==> config.mk <==
export PLATFORM = sky130hd
export DESIGN_NAME = queue_to_stack_transfer
export DESIGN_NICKNAME = d
export VERILOG_FILES = /design/src/rtl/q2s_pkg.sv /design/src/rtl/queue_to_stack_transfer.sv
export VERILOG_INCLUDE_DIRS = /design/src /design/src/rtl
export SDC_FILE = /design/constraint.sdc
export NUM_CORES = 1
export LEC_CHECK = 0
export BUFFER_PORTS_ARGS = -buffer_cell sky130_fd_sc_hd__buf_4
export CAP_MARGIN = 40
export CORE_MARGIN = 2
export CORE_UTILIZATION = 30
export CTS_CLUSTER_DIAMETER = 30
export DETAILED_ROUTE_END_ITERATION = 10
export PLACE_DENSITY_LB_ADDON = 0.25
export SLEW_MARGIN = 20
export SYNTH_ARGS = -nofsm -noshare
export SYNTH_HDL_FRONTEND = slang
export SYNTH_SLANG_ARGS = --single-unit
export TNS_END_PERCENT = 5
==> constraint.sdc <==
create_clock -name clk -period 5.2 [get_ports clk]
set_clock_uncertainty 0.2 [all_clocks]
set_input_delay 0.52 -clock clk [delete_from_list [all_inputs] [get_ports clk]]
set_output_delay 0.52 -clock clk [all_outputs]
set_load 0.01 [all_outputs]
==> src/rtl/assert_macros.svh <==
// Assertion helpers shared by the RTL; each samples on clk and is quiet in reset.
`ifndef ASSERT_MACROS_SVH
`define ASSERT_MACROS_SVH

// Property that holds at every edge.
`define CHK_ALWAYS(lbl, expr, msg) \
    lbl: assert property (@(posedge clk) disable iff (!rst_n) (expr)) else $error(msg);

// Same-cycle implication.
`define CHK_IMPLIES(lbl, ante, cons, msg) \
    lbl: assert property (@(posedge clk) disable iff (!rst_n) (ante) |-> (cons)) \
        else $error(msg);

// Next-cycle implication.
`define CHK_NEXT(lbl, ante, cons, msg) \
    lbl: assert property (@(posedge clk) disable iff (!rst_n) (ante) |=> (cons)) \
        else $error(msg);

`endif

==> src/rtl/q2s_pkg.sv <==
package q2s_pkg;

    localparam int VALUE_W   = 32;
    localparam int S_TDATA_W = 40;
    localparam int STATUS_W  = 3;

    localparam logic [1:0] OP_ENQ   = 2'd0;
    localparam logic [1:0] OP_XFER  = 2'd1;
    localparam logic [1:0] OP_LISTQ = 2'd2;
    localparam logic [1:0] OP_LISTS = 2'd3;

    localparam logic [STATUS_W-1:0] STAT_OK     = 3'd0;
    localparam logic [STATUS_W-1:0] STAT_QFULL  = 3'd1;
    localparam logic [STATUS_W-1:0] STAT_QEMPTY = 3'd2;
    localparam logic [STATUS_W-1:0] STAT_SFULL  = 3'd3;
    localparam logic [STATUS_W-1:0] STAT_ITEM   = 3'd4;
    localparam logic [STATUS_W-1:0] STAT_LEMPTY = 3'd5;

    typedef enum logic [1:0] {
        ST_IDLE,
        ST_XFER,
        ST_LIST
    } state_t;

endpackage

==> src/rtl/queue_to_stack_transfer.sv <==
// Ring-buffer queue and stack of signed 32-bit values, each DEPTH entries deep, held in two
// synchronous memories with registered read ports. One command is handled at a time.
// Enqueue, a transfer from an empty queue and listing an empty structure are answered
// without leaving the idle state. A transfer does the queue memory read, then the stack
// write if the stack has room. A listing takes the command, then issues one memory read
// per entry and, after the first read, streams one beat per cycle while the output is
// taken. Results sit in an output register; the next command is taken once that
// register is free or being emptied.
`include "assert_macros.svh"

module queue_to_stack_transfer #(
    parameter int DEPTH = 16
) (
    input  logic                                clk,
    input  logic                                rst_n,
    input  logic                                s_tvalid,
    output logic                                s_tready,
    input  logic [q2s_pkg::S_TDATA_W-1:0]       s_tdata,   // opcode[1:0], value[33:2], zero pad
    output logic                                m_tvalid,
    input  logic                                m_tready,
    output logic [q2s_pkg::VALUE_W-1:0]         m_tdata,   // value_res[31:0]
    output logic [q2s_pkg::STATUS_W-1:0]        m_tuser,   // status[2:0]
    output logic                                m_tlast
);
    import q2s_pkg::*;

    localparam int AW = (DEPTH > 1) ? $clog2(DEPTH) : 1;
    localparam int CW = $clog2(DEPTH + 1);
    localparam logic [CW-1:0] DEPTH_C  = CW'(DEPTH);
    localparam logic [CW:0]   DEPTH_W  = (CW+1)'(DEPTH);
    localparam logic [AW-1:0] LAST_IDX = AW'(DEPTH - 1);

    logic [VALUE_W-1:0] queue_mem [DEPTH];
    logic [VALUE_W-1:0] stack_mem [DEPTH];

    state_t          state_reg, state_next;
    logic [AW-1:0]   qhead_reg, qhead_next;
    logic [CW-1:0]   qcount_reg, qcount_next;
    logic [CW-1:0]   scount_reg, scount_next;
    logic [AW-1:0]   lptr_reg, lptr_next;
    logic [CW-1:0]   lleft_reg, lleft_next;
    logic            lstack_reg, lstack_next;
    logic            pend_reg, pend_next;
    logic            plast_reg, plast_next;
    logic            ovalid_reg, ovalid_next;
    logic [STATUS_W-1:0] ostat_reg, ostat_next;
    logic [VALUE_W-1:0]  oval_reg, oval_next;
    logic            olast_reg, olast_next;

    logic [VALUE_W-1:0] qrd_reg, srd_reg;
    logic               q_we, s_we, q_re, s_re;
    logic [AW-1:0]      q_waddr, s_waddr, q_raddr, s_raddr;
    logic [VALUE_W-1:0] q_wdata, s_wdata;

    logic [1:0]         in_op;
    logic [VALUE_W-1:0] in_val;
    logic               out_free, accept, consume, issue;
    logic [CW:0]        tail_sum;
    logic [AW-1:0]      qtail;
    logic [VALUE_W-1:0] rd_data;

    logic               counts_ok, xfer_go, in_list, in_xfer;
    logic [CW-1:0]      qcnt_dec;

    assign in_op    = s_tdata[1:0];
    assign in_val   = s_tdata[VALUE_W+1:2];
    assign out_free = !ovalid_reg || m_tready;
    assign s_tready = (state_reg == ST_IDLE) && out_free;
    assign accept   = s_tvalid && s_tready;

    assign m_tvalid = ovalid_reg;
    assign m_tdata  = oval_reg;
    assign m_tuser  = ostat_reg;
    assign m_tlast  = olast_reg;

    // Tail slot of the ring: head plus count, wrapped once.
    assign tail_sum = {1'b0, CW'(qhead_reg)} + {1'b0, qcount_reg};
    assign qtail    = (tail_sum >= DEPTH_W) ? AW'(tail_sum - DEPTH_W) : AW'(tail_sum);

    assign rd_data  = lstack_reg ? srd_reg : qrd_reg;
    assign consume  = (state_reg == ST_LIST) && pend_reg && out_free;
    assign issue    = (state_reg == ST_LIST) && (lleft_reg != '0) && (!pend_reg || consume);

    always_comb
    begin
        state_next  = state_reg;
        qhead_next  = qhead_reg;
        qcount_next = qcount_reg;
        scount_next = scount_reg;
        lptr_next   = lptr_reg;
        lleft_next  = lleft_reg;
        lstack_next = lstack_reg;
        pend_next   = pend_reg;
        plast_next  = plast_reg;
        ovalid_next = ovalid_reg && !m_tready;
        ostat_next  = ostat_reg;
        oval_next   = oval_reg;
        olast_next  = olast_reg;
        q_we    = 1'b0;
        q_waddr = qtail;
        q_wdata = in_val;
        q_re    = 1'b0;
        q_raddr = qhead_reg;
        s_we    = 1'b0;
        s_waddr = AW'(scount_reg);
        s_wdata = qrd_reg;
        s_re    = 1'b0;
        s_raddr = lptr_reg;

        unique case (state_reg)
            ST_IDLE:
            begin
                if (accept)
                begin
                    ovalid_next = 1'b1;
                    ostat_next  = STAT_OK;
                    oval_next   = '0;
                    olast_next  = 1'b1;
                    unique case (in_op) inside
                        OP_ENQ:
                        begin
                            if (qcount_reg == DEPTH_C)
                                ostat_next = STAT_QFULL;
                            else
                            begin
                                q_we        = 1'b1;
                                qcount_next = qcount_reg + 1'b1;
                                oval_next   = in_val;
                            end
                        end
                        OP_XFER:
                        begin
                            if (qcount_reg == '0)
                                ostat_next = STAT_QEMPTY;
                            else
                            begin
                                // Hold the result back until the head entry is read.
                                ovalid_next = ovalid_reg && !m_tready;
                                ostat_next  = ostat_reg;
                                oval_next   = oval_reg;
                                olast_next  = olast_reg;
                                q_re        = 1'b1;
                                qhead_next  = (qhead_reg == LAST_IDX) ? '0 : qhead_reg + 1'b1;
                                qcount_next = qcount_reg - 1'b1;
                                state_next  = ST_XFER;
                            end
                        end
                        OP_LISTQ, OP_LISTS:
                        begin
                            if ((in_op == OP_LISTQ) ? (qcount_reg == '0) : (scount_reg == '0))
                                ostat_next = STAT_LEMPTY;
                            else
                            begin
                                ovalid_next = ovalid_reg && !m_tready;
                                ostat_next  = ostat_reg;
                                oval_next   = oval_reg;
                                olast_next  = olast_reg;
                                lstack_next = (in_op == OP_LISTS);
                                lptr_next   = (in_op == OP_LISTS) ?
                                              AW'(scount_reg - 1'b1) : qhead_reg;
                                lleft_next  = (in_op == OP_LISTS) ? scount_reg : qcount_reg;
                                pend_next   = 1'b0;
                                state_next  = ST_LIST;
                            end
                        end
                        default: ;
                    endcase
                end
            end
            ST_XFER:
            begin
                if (out_free)
                begin
                    ovalid_next = 1'b1;
                    olast_next  = 1'b1;
                    if (scount_reg == DEPTH_C)
                    begin
                        // Drop the moved value.
                        ostat_next = STAT_SFULL;
                        oval_next  = '0;
                    end
                    else
                    begin
                        s_we        = 1'b1;
                        scount_next = scount_reg + 1'b1;
                        ostat_next  = STAT_OK;
                        oval_next   = qrd_reg;
                    end
                    state_next = ST_IDLE;
                end
            end
            ST_LIST:
            begin
                if (consume)
                begin
                    ovalid_next = 1'b1;
                    ostat_next  = STAT_ITEM;
                    oval_next   = rd_data;
                    olast_next  = plast_reg;
                    pend_next   = 1'b0;
                    if (plast_reg)
                        state_next = ST_IDLE;
                end
                if (issue)
                begin
                    q_re       = !lstack_reg;
                    s_re       = lstack_reg;
                    q_raddr    = lptr_reg;
                    pend_next  = 1'b1;
                    plast_next = (lleft_reg == CW'(1));
                    lleft_next = lleft_reg - 1'b1;
                    if (lstack_reg)
                        lptr_next = lptr_reg - 1'b1;
                    else
                        lptr_next = (lptr_reg == LAST_IDX) ? '0 : lptr_reg + 1'b1;
                end
            end
            default:
                state_next = ST_IDLE;
        endcase
    end

    always_ff @(posedge clk or negedge rst_n)
    begin
        if (!rst_n)
        begin
            state_reg  <= ST_IDLE;
            qhead_reg  <= '0;
            qcount_reg <= '0;
            scount_reg <= '0;
            lleft_reg  <= '0;
            pend_reg   <= 1'b0;
            ovalid_reg <= 1'b0;
        end
        else
        begin
            state_reg  <= state_next;
            qhead_reg  <= qhead_next;
            qcount_reg <= qcount_next;
            scount_reg <= scount_next;
            lleft_reg  <= lleft_next;
            pend_reg   <= pend_next;
            ovalid_reg <= ovalid_next;
        end
    end

    always_ff @(posedge clk)
    begin
        lptr_reg   <= lptr_next;
        lstack_reg <= lstack_next;
        plast_reg  <= plast_next;
        ostat_reg  <= ostat_next;
        oval_reg   <= oval_next;
        olast_reg  <= olast_next;
    end

    always_ff @(posedge clk)
    begin
        if (q_we)
            queue_mem[q_waddr] <= q_wdata;
        if (q_re)
            qrd_reg <= queue_mem[q_raddr];
    end

    always_ff @(posedge clk)
    begin
        if (s_we)
            stack_mem[s_waddr] <= s_wdata;
        if (s_re)
            srd_reg <= stack_mem[s_raddr];
    end

    assign counts_ok = (qcount_reg <= DEPTH_C) && (scount_reg <= DEPTH_C);
    assign xfer_go   = accept && (in_op == OP_XFER) && (qcount_reg != '0);
    assign in_list   = (state_reg == ST_LIST);
    assign in_xfer   = (state_reg == ST_XFER);
    assign qcnt_dec  = qcount_reg - 1'b1;

    `CHK_ALWAYS(a_counts_bounded, counts_ok, "count over depth")
    `CHK_IMPLIES(a_pend_in_list, pend_reg, in_list, "read pending outside listing")
    `CHK_IMPLIES(a_list_live, in_list, (lleft_reg != '0) || pend_reg, "listing stalled")
    `CHK_NEXT(a_xfer_pop, xfer_go, in_xfer && (qcount_reg == $past(qcnt_dec)), "pop missed")

endmodule

==> Word-level counts from Yosys, hierarchy flattened <==
Memories as Yosys holds them, arrays and structs flattened. A register that Yosys moved wholly into a read port is not among the register bits.
Index checks and enable logic that the tools add are counted.
{ "word_totals": {"reg_bits": 65, "ram_bits": 1024, "input_bits": 44, "out_inout_bits": 38, "elab_cells": 172, "n_memories": 2} }
{ "memory_table": {"columns": ["name", "depth", "word_bits", "read_ports", "rd_ports_with_merged_regs", "write_ports", "line_no", "text"], "rows": [
  ["queue_mem", 16, 32, 1, 1, 1, "queue_to_stack_transfer.sv:33", "logic [VALUE_W-1:0] queue_mem [DEPTH];"],
  ["stack_mem", 16, 32, 1, 1, 1, "queue_to_stack_transfer.sv:34", "logic [VALUE_W-1:0] stack_mem [DEPTH];"]
]} }
{ "op_classes": {"n_addsub": 10, "order_cmp": 1, "eq_ne": 25, "n_mux": 87, "bitwise_logic": 3, "reduce_logical": 31} }
{ "op_table": {"columns": ["operator", "n"], "rows": [
  ["32-bit 2-to-1 mux", 8],
  ["32-bit one-hot mux with 3 select lines", 2],
  ["4-bit 2-to-1 mux", 11],
  ["5-bit 2-to-1 mux", 7],
  ["1-bit 2-to-1 mux", 34],
  ["5-bit one-hot mux with 2 select lines", 2],
  ["3-bit one-hot mux with 3 select lines", 2],
  ["2-bit inequality test (second input constant)", 8],
  ["3-bit 2-to-1 mux", 5],
  ["3-bit inequality test (second input constant)", 5],
  ["5-bit AND reduction", 3],
  ["2-bit 2-to-1 mux", 7],
  ["4-bit by 1-bit subtractor with 4-bit output (second input constant)", 3],
  ["5-bit by 1-bit adder with 5-bit output (second input constant)", 2],
  ["5-bit == test (second input constant)", 2],
  ["5-bit zero test", 2],
  ["5-bit by 1-bit subtractor with 5-bit output (second input constant)", 2],
  ["4-bit by 1-bit adder with 4-bit output (second input constant)", 2],
  ["4-bit == test (second input constant)", 2],
  ["1-bit one-hot mux with 2 select lines", 4],
  ["4-bit one-hot mux with 2 select lines", 1],
  ["4-bit AND reduction", 2],
  ["1-bit logical AND", 7],
  ["7-bit AND reduction", 1],
  ["other kinds (21)", 33]
]} }

==> Longest topological paths before layout <==
{ "depth": {"depth_word": 8, "depth_mapped": 12, "mapped_depth_nobuf": 10} }

==> Least setup slack after synthesis <==
OpenSTA, ideal clock, no wires.
{ "synth_timing": {"kind": "flip-flop to flip-flop", "start": "register qcount_reg[1]", "end": "register oval_reg[0], in the netlist m_tdata[0], enable pin", "setup_time_ns": 0.481, "arrival_time_ns": 3.941, "path_slack_ns": 0.577, "stages_incl_launch_ff": 6, "n_path_buf": 0, "synth_period_minus_slack_ns": 4.623, "path_cell_list": "dfrtp_1 nor4_1 nand2b_1 o211ai_1 a21oi_1 nor3b_1"} }
{ "synth_between": {"elab_chain_cells": 4} }
{ "synth_lines": {"columns": ["item", "line_no", "text"], "rows": [
  ["start: declaration", "queue_to_stack_transfer.sv:38", "logic [CW-1:0] qcount_reg, qcount_next;"],
  ["start signal: assignment", "queue_to_stack_transfer.sv:239", "qcount_reg <= qcount_next;"],
  ["5-bit zero test *", "queue_to_stack_transfer.sv:133, queue_to_stack_transfer.sv:150", null],
  ["1-bit 2-to-1 mux", "queue_to_stack_transfer.sv:150", "if ((in_op == OP_LISTQ) ? (qcount_reg == '0) : (scount_reg == '0))"],
  ["3-bit inequality test (no source line)", null, null],
  ["6-bit AND reduction (no source line) *", null, null],
  ["end signal: assignment", "queue_to_stack_transfer.sv:253", "oval_reg <= oval_next;"],
  ["end: declaration", "queue_to_stack_transfer.sv:47", "logic [VALUE_W-1:0] oval_reg, oval_next;"]
]} }
Every way passes the cells marked *; elsewhere a longest branch is shown, timed or not.
A chain may end at the register's enable or synchronous reset.

==> Worst setup path after layout <==
{ "layout_timing": {"start": "register state_reg[0]", "end": "register qrd_reg[5] (read register of queue_mem), data pin"} }
{ "layout_between": {"elab_chain_cells": 7} }
{ "layout_lines": {"columns": ["item", "line_no", "text"], "rows": [
  ["start: declaration", "queue_to_stack_transfer.sv:36", "state_t state_reg, state_next;"],
  ["start signal: assignment", "queue_to_stack_transfer.sv:237", "state_reg <= state_next;"],
  ["2-bit == test", "queue_to_stack_transfer.sv:81, queue_to_stack_transfer.sv:82, queue_to_stack_transfer.sv:110", null],
  ["1-bit logical AND (2 in a row)", "queue_to_stack_transfer.sv:81", "assign consume = (state_reg == ST_LIST) && pend_reg && out_free;"],
  ["1-bit logical OR", "queue_to_stack_transfer.sv:82", "assign issue = (state_reg == ST_LIST) && (lleft_reg != '0) && (!pend_reg || consume);"],
  ["1-bit logical AND", "queue_to_stack_transfer.sv:82", null],
  ["1-bit 2-to-1 mux / 4-bit 2-to-1 mux (equally long branches)", "queue_to_stack_transfer.sv:204", "if (issue)"],
  ["1-bit one-hot mux with 2 select lines / 4-bit 2-to-1 mux (equally long branches)", "queue_to_stack_transfer.sv:110", "unique case (state_reg)"],
  ["end: declaration", "queue_to_stack_transfer.sv:50", "logic [VALUE_W-1:0] qrd_reg, srd_reg;"]
]} }
Several ways; a longest one is shown, not always the timed one.

==> results by group <==
Run status
  – Status: completed

Drt
  – Detailed-route via count: 24700
  – Routed wire per std cell: 23.9 um
  – DRC: 0
  – ANT nets after route: 0
  – DRT iter0 DRCs: roughly 2100
  – Pre-Repair DR Iteration Count: 6
  – Via density: slightly below 5
  – Final WL: 120 mm

Finish
  – Layout cells sized above 1: 23.8%
  – Antenna cells: 0
  – Fin nets: 2889
  – Biggest regs: queue_mem x512, stack_mem x512
  – Multi-input logic area: 0.0101 mm^2
  – Number of fill cells: 13600
  – Storage cell area: 0.0345 mm^2
  – Area delta synth->final: 25.2%

Synth
  – Synthesized area per cell: approximately 18 um^2
  – Post-synth top area share: 75.4%
  – Ys flop type: edfxtp_1
  – Synth area leaders: edfxtp_1 (75%), mux4_2 (8.0%), nand2_1 (3.2%), nand3_1 (2.3%), mux2i_1 (1.8%)
  – Post-synth EDFFs: approximately 1100
  – Sequential share of the synthesized area: between 70% and 80%
  – Syn Inst Count: 2569
  – Syn_nets: 2636
  – Flops & latches, synth: 1153
  – Synth cell types: between 50 and 60
  – Post-synth ARST share: 1.99%
  – Yosys warns: 0
  – Cell area after synthesis: between 0.04 and 0.05 mm^2
  – Dominant cell type by area after synthesis: edfxtp_1

STA
  – Max-slew violation count: 0
  – Worst slew pin tran: 1.00 ns
  – Min Tclk post-route: ~4.1 ns
  – Achievable clock frequency: 0.244 GHz
  – RSZ-0062 raised after global routing: false
  – Final Hold Viols: 0
  – Slew HR: roughly a third
  – Final setup viols: 0
  – Setup TNS: 0 ns
  – Final worst path period share: 79.0%

Clock tree
  – TritonCTS clock tree: done
  – CTS H-tree lvls: 4
  – Worst skew pair latency: 0.80 ns
  – Clock Sinks: 1153
  – Resized cells post-CTS: 0
  – TritonCTS Buffers: 207
  – Clk buf depth: 3
  – Root Buffer Master: clkbuf_16
  – Reg clk slew, reported paths: 0.05 ns
  – Setup repair bufs after CTS: 0

Worst setup path
  – Worst path bufs/invs: 3
  – Crit path DAT: about 4.4 ns
  – Cell family with most CP delay: simple AND/OR/NAND/NOR gates
  – Worst path cell trace: inv_1, ha_1, buf_4, inv_2, or3_1, mux2_4, nand2_1, o22ai_1, a21oi_1
  – Critical path class: reg2reg
  – Critical Path RT: 5.50 ns
  – Critical path peak fanout: 53
  – Crit end category: flip-flop
  – Crit path launch type: flip-flop
  – Crit-path max cell delay: approximately 0.8 ns
  – Slowest-stage cell, CP: mux2_4

Global routing
  – Vias in the first global route: 25600
  – Initial antenna violation count: 4
  – First-pass GRT wire length: 174 mm
  – Total grt overflow: 0
  – Tot GR Track Use: 15.6%
  – Largest net degree at the start of global routing: around 130

Floorplanning
  – Core Area: 0.149 mm^2
  – Chip Height: 391 um
  – Die Area: 0.153 mm^2
  – Initial core utilization: 30.1%
  – Die X: between 300 and 400 um
  – IO Count: 82
  – Rows: 142

Hold path
  – HP Class: in2reg

Power
  – Lkg Pwr: 18.8 nW
  – Final Power: 35.2 mW
  – Power Dens Cells: 625 mW/mm^2
  – Peak supply drop: 0.528 mV

Placement
  – Hpwl dp: 68.3 mm
  – Buffers on Ports: 75
  – RePlAce Congestion: 0.781

Run
  – Max-Cap Viols: 0
stage by stage:
step           hold WS, ns  utilization, %  cell area, um^2  setup WS, ns  std cells
3_5_place_dp         0.243            32.6            48800          1.14       4590
3_3_place_gp         0.238            32.5            48500          1.18       4580
5_1_grt              0.111            37.7            56400         0.863       5020
6_report             0.102            37.7            56400          1.09       5020
2_1_floorplan       0.0244               -            45000         0.577       2569
4_1_cts             0.0316            37.7            56300          1.09       5019
cell usage after synthesis (3+ instances only):
cell,count
nor2_1,47
mux2i_1,79
mux4_2,160
a32oi_1,22
a31oi_1,13
o211ai_1,3
buf_4,5
o31ai_1,3
buf_2,32
nand3_1,204
a211oi_1,3
dfrtp_1,23
nand2_1,388
or3_1,4
o22ai_1,11
inv_1,15
ha_1,21
a21oi_1,100
nand2b_1,9
and2_1,3
o21ai_0,17
xnor2_1,14
clkbuf_1,89
a21o_1,3
nor3_1,8
mux2_2,8
a22oi_1,20
xor2_1,5
a22o_1,66
buf_1,21
a221oi_1,10
edfxtp_1,1130
logic make-up after synthesis:
family	after synthesis	share of synthesized area, %
AO/OA/AOI/OAI	280	4.24
XOR/XNOR	19	0.370
adder cells (fa/ha/maj)	23	0.673
buffers and inverters	164	1.51
flip-flops	1153	76.7
multiplexers	249	10.0
AND/OR/NAND/NOR	681	6.51
what timing repair did:
action                                  4_1_cts  5_1_grt
endpoints found under the setup margin        0        0
hold buffers                                 38        0
hold endpoints to repair                    555        0
path summary, 6_finish.rpt:
| path | start | to | slack (ns) | cells after the start |
|---|---|---|---|---|
| min in group asynchronous | rst_n | pend_reg | 0.54 | 4 |
| worst max register to register | state_reg[0] | qrd_reg[5] | 1.09 | 9 |
| worst min register to register | qcount_reg[4] | qcount_reg[4] | 0.34 | 1 |
| max in group asynchronous | rst_n | qcount_reg[2] | 4.09 | 4 |
| worst max-delay path | state_reg[0] | qrd_reg[5] | 1.09 | 9 |
| worst min-delay path | s_tdata[0] | m_tuser[1] | 0.10 | 3 |
where the power goes:
part / internal (mW) / switching, mW / total (mW)
logic: 3.56 / 5.62 / 9.18
registers: 11.6 / 0.872 / 12.5
clock network: 8.78 / 4.79 / 13.6
tightest hold or removal path, stage by stage:
cell and delay, ns:
buf_4 0.15, nand2b_1 0.11, o21ai_0 0.12
routing by layer:
| metal | GRT usage [%] | part of all wire (%) |
|---|---|---|
| met3 | 2.75 | 5.2 |
| met5 | 0 | 0 |
| met2 | 26.4 | 50 |
| met4 | 5.33 | 2.6 |
| met1 | 20.1 | 42 |
placed cells by master, fill, tap and decap left out, drive strengths merged, types with 3 or more instances in the layout:
master and count:
edfxtp 1130, nand2 388, clkbuf 232, nand3 204
mux4 160, buf 155, a21oi 100, mux2i 81
clkinv 79, a22o 66, nor2 47, inv 46
dlygate4sd3 37, bufinv 26, clkinvlp 24, dfrtp 23
a32oi 22, ha 21, a22oi 20, o21ai 18
xnor2 14, a31oi 13, o22ai 11, a221oi 10
nand2b 9, mux2 8, nor3 8, xor2 5
or3 4, and2 3, o211ai 3, o31ai 3
a21o 3, a211oi 3
final cells by class:
| cell class | count | share of cell area (%) |
|---|---|---|
| clock buffer | 232 | 9.47 |
| timing repair buffer | 192 | 3.47 |
| inverter | 16 | 0.107 |
| clock inverter | 159 | 3.28 |
| multi-input combinational | 1252 | 18.0 |
| tap | 2016 | 4.48 |
| sequential | 1153 | 61.2 |
(Power assumes the default switching activity.)
